`config.mk`:
```
export PLATFORM = sky130hd
export DESIGN_NAME = ppsa_ctrl
export DESIGN_NICKNAME = d
export VERILOG_FILES = /design/src/ppsa_pkg.sv /design/src/ppsa_ctrl.sv
export SDC_FILE = /design/constraint.sdc
export NUM_CORES = 1
export LEC_CHECK = 0
export BUFFER_PORTS_ARGS = -buffer_cell sky130_fd_sc_hd__buf_2
export CAP_MARGIN = 40
export CELL_PAD_IN_SITES_DETAIL_PLACEMENT = 0
export CELL_PAD_IN_SITES_GLOBAL_PLACEMENT = 1
export CORE_UTILIZATION = 43
export CTS_CLUSTER_SIZE = 40
export DETAILED_ROUTE_END_ITERATION = 12
export PLACE_DENSITY = 0.92
export SYNTH_ARGS = -nofsm -noshare
export SYNTH_HDL_FRONTEND = slang
export SYNTH_SLANG_ARGS = --single-unit
```
`constraint.sdc`:
```
create_clock -name clk -period 5.3 [get_ports clk]
set_clock_uncertainty 0.15 [all_clocks]
set_input_delay 0.265 -clock clk [delete_from_list [all_inputs] [get_ports clk]]
set_output_delay 0.265 -clock clk [all_outputs]
set_load 0.005 [all_outputs]
```
`src/ppsa_pkg.sv`:
```
// shared types and codes of the priority scheduler
`timescale 1ns / 1ps
`default_nettype none
package ppsa_pkg;

	localparam logic [9:0] PRIO_MAX = 10'd1023;

	typedef struct packed {
		logic [7:0]  id;
		logic [9:0]  prio;
		logic [15:0] left;
	} task_t;

	typedef enum logic [2:0] {
		OP_ADD, OP_ADMIT, OP_START, OP_TICK, OP_SUSP_READY, OP_SUSP_RUN, OP_RESUME, OP_NOP
	} op_t;

	typedef enum logic [2:0] {
		ST_OK, ST_BACKLOG_FULL, ST_ZERO_PRIO, ST_NOT_FOUND, ST_DROPPED
	} status_t;

	typedef enum logic [2:0] {
		ACT_NONE, ACT_LATCH, ACT_EXEC, ACT_ADM_WR, ACT_SORT, ACT_PREEMPT, ACT_RUNDOWN, ACT_AGE
	} act_t;

	typedef struct packed {
		act_t act;
		logic odd;
		logic out_load;
	} cmd_t;

	typedef struct packed {
		op_t  op;
		logic adm_go;
		logic pre_go;
		logic out_free;
	} stat_t;

endpackage
`default_nettype wire

```
`src/ppsa_ctrl.sv`:
```
// scheduler controller: sequences each operation over the datapath
`timescale 1ns / 1ps
`default_nettype none
module ppsa_ctrl
	import ppsa_pkg::*;
#(
	parameter int READY_SLOTS = 6
) (
	input  wire logic  clk,
	input  wire logic  arst_n,
	input  wire logic  in_valid,
	output logic       in_ready,
	input  wire stat_t stat,
	output cmd_t       cmd
);
	localparam int CW = $clog2(READY_SLOTS + 1);

	typedef enum logic [8:0] {
		S_IDLE   = 9'b000000001,
		S_EXEC   = 9'b000000010,
		S_ADM    = 9'b000000100,
		S_ADM_WR = 9'b000001000,
		S_SORT   = 9'b000010000,
		S_PRE    = 9'b000100000,
		S_RUN    = 9'b001000000,
		S_AGE    = 9'b010000000,
		S_FIN    = 9'b100000000
	} state_t;

	state_t state_q, state_n;
	logic [CW-1:0] sort_q, sort_n;
	logic post_pre_q, post_pre_n;

	assign in_ready = state_q == S_IDLE;

	// next state and commands
	always_comb begin
		state_n = state_q;
		sort_n = sort_q;
		post_pre_n = post_pre_q;
		cmd.act = ACT_NONE;
		cmd.odd = sort_q[0];
		cmd.out_load = 1'b0;
		unique case (state_q)
			S_IDLE: begin
				if (in_valid) begin
					cmd.act = ACT_LATCH;
					post_pre_n = 1'b0;
					sort_n = '0;
					state_n = S_EXEC;
				end
			end
			S_EXEC: begin
				cmd.act = ACT_EXEC;
				if (stat.op == OP_ADMIT || stat.op == OP_TICK) state_n = S_ADM;
				else if (stat.op == OP_RESUME) state_n = S_SORT;
				else state_n = S_FIN;
			end
			S_ADM: begin
				if (stat.adm_go) state_n = S_ADM_WR;
				else state_n = S_SORT;
			end
			S_ADM_WR: begin
				cmd.act = ACT_ADM_WR;
				state_n = S_ADM;
			end
			S_SORT: begin
				cmd.act = ACT_SORT;
				if (sort_q == CW'(READY_SLOTS - 1)) begin
					sort_n = '0;
					if (stat.op != OP_TICK) state_n = S_FIN;
					else if (!post_pre_q && stat.pre_go) state_n = S_PRE;
					else state_n = S_RUN;
				end else begin
					sort_n = sort_q + CW'(1);
				end
			end
			S_PRE: begin
				cmd.act = ACT_PREEMPT;
				post_pre_n = 1'b1;
				state_n = S_SORT;
			end
			S_RUN: begin
				cmd.act = ACT_RUNDOWN;
				state_n = S_AGE;
			end
			S_AGE: begin
				cmd.act = ACT_AGE;
				state_n = S_FIN;
			end
			S_FIN: begin
				if (stat.out_free) begin
					cmd.out_load = 1'b1;
					state_n = S_IDLE;
				end
			end
			default: state_n = S_IDLE;
		endcase
	end

	// state registers
	always_ff @(posedge clk or negedge arst_n) begin
		if (!arst_n) begin
			state_q <= S_IDLE;
			sort_q <= '0;
			post_pre_q <= 1'b0;
		end else begin
			state_q <= state_n;
			sort_q <= sort_n;
			post_pre_q <= post_pre_n;
		end
	end

endmodule
`default_nettype wire

```
==> flow_metrics.py, run 1 <==
metrics = {
    "synth": {
        "yosysSeqAreaShare_pct": 39.6,
        "synth-seq-cells": 13,
        "synth-async-reset-ratio_pct": 100,
        "synth_top_area_share_pct": 36.4,
        "synthTopCellsByArea": "dfrtp_1 (36%), o21ai_0 (3.6%), nand2_1 (3.6%), dfstp_2 (3.2%), nor4_1 (3.0%)",
        "avgSynthCellArea_um2": 9.48,
        "netlist_area_um2": 825,
        "synth_nets": 96,
        "synth_edf_count": 0,
        "synth_ff_type": "dfrtp_1",
        "synthCells": 87,
        "yosysTopAreaCell": "dfrtp_1",
        "yosys_warnings": 0,
        "yosys.cell_types.count": 40,
    },
    "cells_and_area": {
        "num-fill-cells": 192,
        "syn2layout_area_growth_pct": 13.1,
        "stdcell_area_um2": 932,
        "finalNetCount": 112,
        "n_antenna_cell": 0,
        "ff_latch_area_um2": 327,
        "instances_no_fill": 127,
        "multiInputGateArea_um2": 445,
        "drive_gt1_share_pct": 28.4,
    },
    "sta": {
        "finalMaxSlewViolations": 0,
        "setup_slack_ps": 2440,
        "tightest_slew_ps": 540,
        "clock.fmax_mhz": 350,
        "min_period_ps": 2860,
        "setup_viol": 0,
        "finalHoldViolCount": 0,
        "period_share_pct": 53.9,
        "rsz0062_at_grt": "no",
        "fin_setup_tns_ps": 0,
        "slew_headroom_pct": 63.5,
    },
    "floorplanning": {
        "initial_core_util_pct": 46.7,
        "io_pins": 15,
        "rows": 15,
        "dieArea_mm2": 0.00210,
        "coreArea_mm2": 0.00176,
        "fp.dieH_um": 45.8,
        "die_w_um": 45.8,
    },
    "grt": {
        "grt_pass1_wl_um": 2990,
        "first_global_vias": 698,
        "grt_max_degree": 14,
        "grt_use_total_pct": 20.8,
        "grt_overflow_total": 0,
        "antenna_found_initial": 0,
    },
    "power_and_ir_drop": {
        "p_per_area_mw_per_mm2": 349,
        "peakVddDrop_v": 0.000187,
        "power_leakage_nw": 0.403,
        "power_mw": 0.325,
    },
    "worst_setup_path": {
        "start_kind": "register",
        "cp_data_required_time_ps": 4890,
        "cp.arrival_ps": 2440,
        "cp_max_fo": 7,
        "critPathCaptureType": "output pin",
        "cp-endpoint": "cmd[2]",
        "r2r_slack_ps": 2880,
        "r2r_start": "state_q[1]",
        "reg2regPathDepth": 5,
        "worstSetupPathType": "reg -> out",
        "regToRegEndpoint": "state_q[0]",
        "crit_start": "state_q[8]",
    },
    "clock_tree": {
        "clk_latency_ps": 270,
        "ctsHtreeMaxLevel": 1,
        "numCtsBuffers": 3,
        "cts_buffer_depth": 2,
        "cts.sinks": 13,
        "postCtsResizedCells": 0,
        "cts_tree": "built",
        "clk_pin_slew_ps": 70,
        "cts_root_buf": "clkbuf_4",
    },
    "route": {
        "vias": 737,
        "drt_iter0_markers": 16,
        "wl_um": 1760,
        "dr.pass1.iters": 4,
        "wire_per_inst_um": 13.9,
        "vias_per_cell": 5.80,
        "final_antenna_net_count": 0,
        "drc": 0,
    },
    "flow_run": {
        "cap_violations": 0,
    },
    "placed_design": {
        "dp_hpwl_um": 1370,
        "place_inst": 122,
        "numPortBuffers": 14,
        "dpl_cell_area_um2": 896,
        "place_ws_ps": 2750,
        "place_congestion": 0.828,
    },
    "status": {
        "outcome": "complete, no violations",
    },
    "min_path": {
        "worstHoldPathType": "in -> reg",
    },
}
## synth_stat cells, types with 2 or more instances
master / instances
nor4_1: 4
nand2_1: 8
inv_1: 6
nor4b_1: 2
xnor2_1: 2
or4_4: 2
o21ai_0: 6
o21a_1: 2
nor2_1: 4
dfrtp_1: 12
nor3_1: 2
nand3_1: 2
a21oi_1: 4
or3_1: 4
buf_4: 2
## worst min path at each step
stage | slack (ps) | from | cells past startpoint | end
CTS | 10 | stat[1] | 2 | state_q[6]
detailed placement | 10 | arst_n | 1 | state_q[3]
global placement | 7 | arst_n | 1 | state_q[4]
global route | 20 | stat[1] | 2 | state_q[6]
finish | 20 | stat[1] | 2 | state_q[6]
floorplan | -180 | arst_n | 0 | post_pre_q
## metal layers
metal,global-route usage [%],vias up,share of wire [%]
met5,0,-,0
met4,4.71,0,1.3
met3,7.94,2,4.9
met2,34.3,20,48
met1,25.7,359,46
li1,-,356,-
## registers in the layout, indices dropped and copies added, names as in the netlist
register and count:
state_q 9, sort_q 3, post_pre_q 1
## worst max-delay path, stage by stage (launching register included)
cell     delay, ps
dfrtp_1        410
or3_1          510
or4_4          500
or4b_4         550
nand4_1         80
buf_2          110
## logic make-up (layout without fill, tap and decap cells)
logic type                count (synthesis)  count (layout)  share of synthesized area (%)
xor gates and xnor gates                  2               2                           2.12
and+or+nand+nor                          41              41                           34.1
muxes                                     1               1                           1.37
buffers and inverters                    10              25                           6.37
DFF                                      13              13                           39.6
AOI/OAI and AO/OA                        20              20                           16.4
## final cells by class
type,instances,area share (%)
multi-input cells,64,47.8
flip-flops and latches,13,35.0
repair buffers,15,8.59
well taps,25,3.36
clock buffers,4,2.82
inverters,6,2.42
## through the flow
stage          hold WS (ps)  util, %
2_1_floorplan          -181        -
3_3_place_gp           6.98     50.8
3_5_place_dp           9.61     50.8
4_1_cts                12.8     52.8
5_1_grt                16.1     52.8
6_report               18.6     52.8
## power by group
group / switching [mW] / internal [mW]
Sequential: 0.0159 / 0.114
Clock: 0.0295 / 0.0292
Combinational: 0.0730 / 0.0638
Total: 0.118 / 0.207
## timing repair
item                      4_1_cts  5_1_grt
buffers inserted                0        0
hold endpoints to repair       13        0
hold buffers                    1        0
## cells in the final DEF (no fill, tap or decap), types with 2 or more instances in the layout
cell / netlist / layout
nand2_1: 8 / 8
or3_1: 4 / 4
or4_4: 2 / 2
buf_2: 0 / 14
nand3_1: 2 / 2
nor4b_1: 2 / 2
o21ai_0: 6 / 6
clkbuf_4: 0 / 3
inv_1: 6 / 6
a21oi_1: 4 / 4
nor3_1: 2 / 2
dfrtp_1: 12 / 12
nor4_1: 4 / 4
nor2_1: 4 / 4
o21a_1: 2 / 2
xnor2_1: 2 / 2
(Power assumes the default switching activity.)
==> run 2, diff against run 1 <==
--- a/config.mk
+++ b/config.mk
@@ -9,10 +9,10 @@
 export CAP_MARGIN = 40
 export CELL_PAD_IN_SITES_DETAIL_PLACEMENT = 0
 export CELL_PAD_IN_SITES_GLOBAL_PLACEMENT = 1
-export CORE_UTILIZATION = 43
+export CORE_UTILIZATION = 40
 export CTS_CLUSTER_SIZE = 40
 export DETAILED_ROUTE_END_ITERATION = 12
-export PLACE_DENSITY = 0.92
+export PLACE_DENSITY = 0.87
 export SYNTH_ARGS = -nofsm -noshare
 export SYNTH_HDL_FRONTEND = slang
 export SYNTH_SLANG_ARGS = --single-unit
==> constraint.sdc (replaced) <==
create_clock -name clk -period 2.95 [get_ports clk]
set_clock_uncertainty 0.15 [all_clocks]
set_input_delay 0.1475 -clock clk [delete_from_list [all_inputs] [get_ports clk]]
set_output_delay 0.1475 -clock clk [all_outputs]
set_load 0.005 [all_outputs]
==> flow_metrics.py, run 2 (synthesis results as in run 1) <==
metrics = {
    "status": {
        "outcome": "complete, no violations",
    },
    "power_and_ir_drop": {
        "power_leakage_nw": 0.411,
        "p_per_area_mw_per_mm2": 616,
        "peakVddDrop_v": 0.000416,
    },
    "sta": {
        "tightest_slew_ps": 588,
        "slew_headroom_pct": 60.2,
        "finalMaxSlewViolations": 0,
        "fin_setup_tns_ps": 0,
        "clock.fmax_mhz": 362,
        "setup_viol": 0,
        "period_share_pct": 93.6,
        "setup_slack_ps": 189,
        "finalHoldViolCount": 0,
        "rsz0062_at_grt": "no",
        "min_period_ps": 2760,
    },
    "clock_tree": {
        "cts_tree": "built",
        "cts_root_buf": "clkbuf_4",
        "clk_latency_ps": 280,
        "clk_pin_slew_ps": 80,
        "post_cts_buffers": 0,
        "cts.sinks": 13,
        "ctsHtreeMaxLevel": 1,
        "cts_buffer_depth": 2,
        "numCtsBuffers": 3,
    },
    "route": {
        "vias_per_cell": 5.34,
        "dr.pass1.iters": 4,
        "drt_iter0_markers": 7,
        "wl_um": 1850,
        "vias": 700,
        "wire_per_inst_um": 14.1,
        "final_antenna_net_count": 0,
        "drc": 0,
    },
    "worst_setup_path": {
        "crit_cells": 5,
        "critPathCaptureType": "output pin",
        "cp.arrival_ps": 2460,
        "path_cells": "or3_1 -> or4_4 -> or4b_4 -> nand4_1 -> buf_2",
        "reg2regPathDepth": 5,
        "cp_top_family": "simple AND/OR/NAND/NOR gates",
        "cp_data_required_time_ps": 2650,
        "cp_slowest_stage_delay_ps": 550,
        "worstSetupPathType": "reg -> out",
        "cp_max_fo": 7,
        "cp.buffers_inverters": 1,
        "crit_slowest_cell": "or4b_4",
        "start_kind": "register",
    },
    "cells_and_area": {
        "finalNetCount": 114,
        "final_cell_mix": "buf_2 (14), dfrtp_1 (12), nand2_1 (8), inv_1 (6), o21ai_0 (6)",
        "largest-register": "state_q",
        "top_regs": "state_q x9, sort_q x3, post_pre_q x1",
        "largest_register_ffs": 9,
        "num-fill-cells": 190,
        "drive_gt1_share_pct": 27.9,
        "final_common_cell": "buf_2",
        "n_antenna_cell": 0,
        "syn2layout_area_growth_pct": 15.8,
    },
    "grt": {
        "grt_use_total_pct": 19.3,
        "grt_pass1_wl_um": 2890,
        "first_global_vias": 616,
        "grt_overflow_total": 0,
        "grt_max_degree": 14,
        "antenna_found_initial": 0,
    },
    "flow_run": {
        "cap_violations": 0,
    },
    "floorplanning": {
        "coreArea_mm2": 0.00194,
        "io_pins": 15,
        "dieArea_mm2": 0.00225,
        "rows": 16,
        "initial_core_util_pct": 42.5,
        "die_w_um": 47.4,
        "fp.dieH_um": 47.4,
    },
    "placed_design": {
        "dp_hpwl_um": 1400,
        "numPortBuffers": 14,
        "place_congestion": 0.753,
        "place_ws_ps": 512,
    },
    "min_path": {
        "whs_path_depth": 3,
        "worstHoldPathType": "in -> reg",
    },
}
run 2: worst reg2reg max path: stages (launching register included):
cell and delay, ps:
dfrtp_1 440, or4_4 580, or3_1 350, nor4b_1 560, a211oi_1 110, o21a_1 190
run 2: final timing paths:
kind	from	endpoint	slack [ps]
worst min-delay path	in_valid	state_q[1]	9
max in group asynchronous	arst_n	state_q[0]	2240
min in group asynchronous	arst_n	state_q[3]	130
worst max register to register	state_q[1]	state_q[0]	510
worst max-delay path	state_q[8]	cmd[2]	190
worst min register to register	post_pre_q	state_q[5]	280
run 2: through the flow:
step	total power, mW	instances	utilization [%]	hold WS [ps]	cell area, um2
floorplan	0.421	87	-	-298	825
global placement	0.473	124	46.3	-102	898
detailed placement	0.480	124	46.3	-96.2	898
CTS	0.593	131	49.2	5.38	955
global route	0.634	131	49.2	30.2	955
finish	0.588	131	49.2	9.36	955
run 2: cell type report:
| type | count | area [um2] | share of cell area (%) |
|---|---|---|---|
| Clock buffer | 4 | 26.3 | 2.75 |
| Inverter | 6 | 22.5 | 2.36 |
| Multi-Input combinational cell | 64 | 445 | 46.7 |
| Sequential cell | 13 | 327 | 34.2 |
| Tap cell | 27 | 33.8 | 3.54 |
| Timing Repair Buffer | 17 | 100 | 10.5 |
run 2: where the power goes:
part | switching [mW] | total, mW | internal [mW]
Clock | 0.0554 | 0.108 | 0.0524
Combinational | 0.131 | 0.247 | 0.116
Sequential | 0.0283 | 0.233 | 0.205
Total | 0.215 | 0.588 | 0.373
run 2: metal layers:
layer	track usage [%]	vias to the layer above	part of all wire (%)
met4	8.57	0	1.0
met3	5.77	2	4.0
li1	-	361	-
met5	0	-	0
met1	25.4	323	46
met2	29.3	14	49
run 2: repair_timing:
item	in CTS	in global routing
gates resized for setup	0	0
setup endpoints to repair	0	0
hold endpoints to repair	17	0
hold buffers	3	0
==> run 3, diff against run 2 <==
--- a/config.mk
+++ b/config.mk
@@ -9,10 +9,10 @@
 export CAP_MARGIN = 40
 export CELL_PAD_IN_SITES_DETAIL_PLACEMENT = 0
 export CELL_PAD_IN_SITES_GLOBAL_PLACEMENT = 1
-export CORE_UTILIZATION = 40
+export CORE_UTILIZATION = 30
 export CTS_CLUSTER_SIZE = 40
 export DETAILED_ROUTE_END_ITERATION = 12
-export PLACE_DENSITY = 0.87
+export PLACE_DENSITY = 0.71
 export SYNTH_ARGS = -nofsm -noshare
 export SYNTH_HDL_FRONTEND = slang
 export SYNTH_SLANG_ARGS = --single-unit
==> flow_metrics.py, run 3 (synthesis results as in run 1) <==
metrics = {
    "cells_and_area": {
        "syn2layout_area_growth_pct": 16.2,
        "top_regs": "state_q x9, sort_q x3, post_pre_q x1",
        "n_antenna_cell": 0,
        "final_common_cell": "buf_2",
        "largest-register": "state_q",
        "finalNetCount": 114,
        "largest_register_ffs": 9,
        "final_cell_mix": "buf_2 (14), dfrtp_1 (12), nand2_1 (8), inv_1 (6), o21ai_0 (6)",
        "drive_gt1_share_pct": 27.9,
    },
    "grt": {
        "grt_overflow_total": 0,
        "grtUsageMet3_pct": 4.17,
        "grt_use_met2_pct": 23.2,
        "busiest_layer": "met2",
        "antenna_found_initial": 0,
        "first_global_vias": 640,
        "grt_max_degree": 14,
        "grt_util_met1_pct": 19.0,
        "grt_pass1_wl_um": 3000,
        "grt_use_total_pct": 14.5,
    },
    "flow_run": {
        "cap_violations": 0,
    },
    "floorplanning": {
        "rows": 18,
        "initial_core_util_pct": 32.4,
        "coreArea_mm2": 0.00254,
        "die_w_um": 54.4,
        "io_pins": 15,
        "fp.dieH_um": 54.4,
        "dieArea_mm2": 0.00296,
    },
    "sta": {
        "period_share_pct": 92.7,
        "slew_headroom_pct": 66.0,
        "finalHoldViolCount": 0,
        "tightest_slew_ps": 505,
        "finalMaxSlewViolations": 0,
        "min_period_ps": 2740,
        "setup_viol": 0,
        "rsz0062_at_grt": "no",
        "hold_slack_ps": 27.9,
        "setup_slack_ps": 215,
        "clock.fmax_mhz": 366,
        "fin_setup_tns_ps": 0,
    },
    "clock_tree": {
        "cts_root_buf": "clkbuf_4",
        "ctsHtreeMaxLevel": 1,
        "post_cts_buffers": 0,
        "clk_pin_slew_ps": 80,
        "cts_buffer_depth": 2,
        "numCtsBuffers": 3,
        "clk_latency_ps": 270,
        "cts.sinks": 13,
        "cts_tree": "built",
    },
    "power_and_ir_drop": {
        "p_int_mw": 0.373,
        "power_mw": 0.582,
        "power_leakage_nw": 0.411,
        "switchingPower_mw": 0.208,
        "p_clk_share_pct": 18.4,
        "pwr-share-comb_pct": 41.6,
        "swShare_pct": 35.8,
        "peakVddDrop_v": 0.000291,
        "p_seq_share_pct": 40.0,
        "p_per_area_mw_per_mm2": 607,
    },
    "worst_setup_path": {
        "start_kind": "register",
        "cp.arrival_ps": 2440,
        "cp_max_fo": 7,
        "worstSetupPathType": "reg -> out",
        "cp_data_required_time_ps": 2650,
        "reg2regPathDepth": 5,
        "critPathCaptureType": "output pin",
    },
    "route": {
        "wire_per_inst_um": 12.9,
        "drt_iter0_markers": 3,
        "dr.pass1.iters": 4,
        "final_antenna_net_count": 0,
        "vias": 701,
        "wl_um": 1730,
        "drc": 0,
        "vias_per_cell": 5.23,
    },
    "placed_design": {
        "place_congestion": 0.819,
        "numPortBuffers": 14,
        "place_ws_ps": 517,
        "dp_hpwl_um": 1350,
    },
    "min_path": {
        "whs_path_depth": 3,
        "worstHoldPathType": "in -> reg",
    },
    "status": {
        "outcome": "complete, no violations",
    },
}
==> run 3: cell counts in the layout (fill, tap and decap cells not counted) <==
Identical to the previous run, type by type.
==> run 3: worst max-delay path, stage by stage (launching register included) <==
cell and delay, ps:
dfrtp_1 410, or3_1 510, or4_4 500, or4b_4 550
nand4_1 80, buf_2 120
==> run 3: power by group through the flow <==
stage               Sequential, mW  Combinational, mW  Clock [mW]
floorplan                    0.227              0.194           0
CTS                          0.232              0.244       0.114
finish                       0.233              0.242       0.107
detailed placement           0.235              0.239           0
global route                 0.238              0.270       0.121
global placement             0.236              0.239           0
==> run 3: cell type report <==
type	instances	area (um2)
Timing Repair Buffer	17	100
Multi-Input combinational cell	64	445
Tap cell	30	37.5
Sequential cell	13	327
Clock buffer	4	26.3
Inverter	6	22.5
Fill cell	267	1590
==> run 3: worst paths after layout <==
path	startpoint	slack, ps	endpoint
max	state_q[8]	210	cmd[2]
min	in_valid	30	state_q[1]
max reg2reg	state_q[8]	590	state_q[8]
min reg2reg	post_pre_q	280	state_q[5]
max in group asynchronous	arst_n	2240	state_q[0]
min in group asynchronous	arst_n	130	sort_q[2]
==> run 3: metrics by stage <==
step | cells | util, % | cell area, um2
after floorplan | 87 | - | 825
after global placement | 127 | 35.4 | 902
after detailed placement | 127 | 35.4 | 902
after CTS | 134 | 37.7 | 958
after global routing | 134 | 37.7 | 958
final | 134 | 37.7 | 958
==> run 3: layer usage <==
layer / wire (um) / up-vias
li1: - / 356
met1: 838 / 334
met2: 827 / 9
met3: 57 / 2
met4: 8 / 0
met5: 0 / -
==> run 3: repair_timing <==
item,CTS,global route
resized for setup,0,0
hold buffers,3,0
endpoints found under the hold margin,17,0
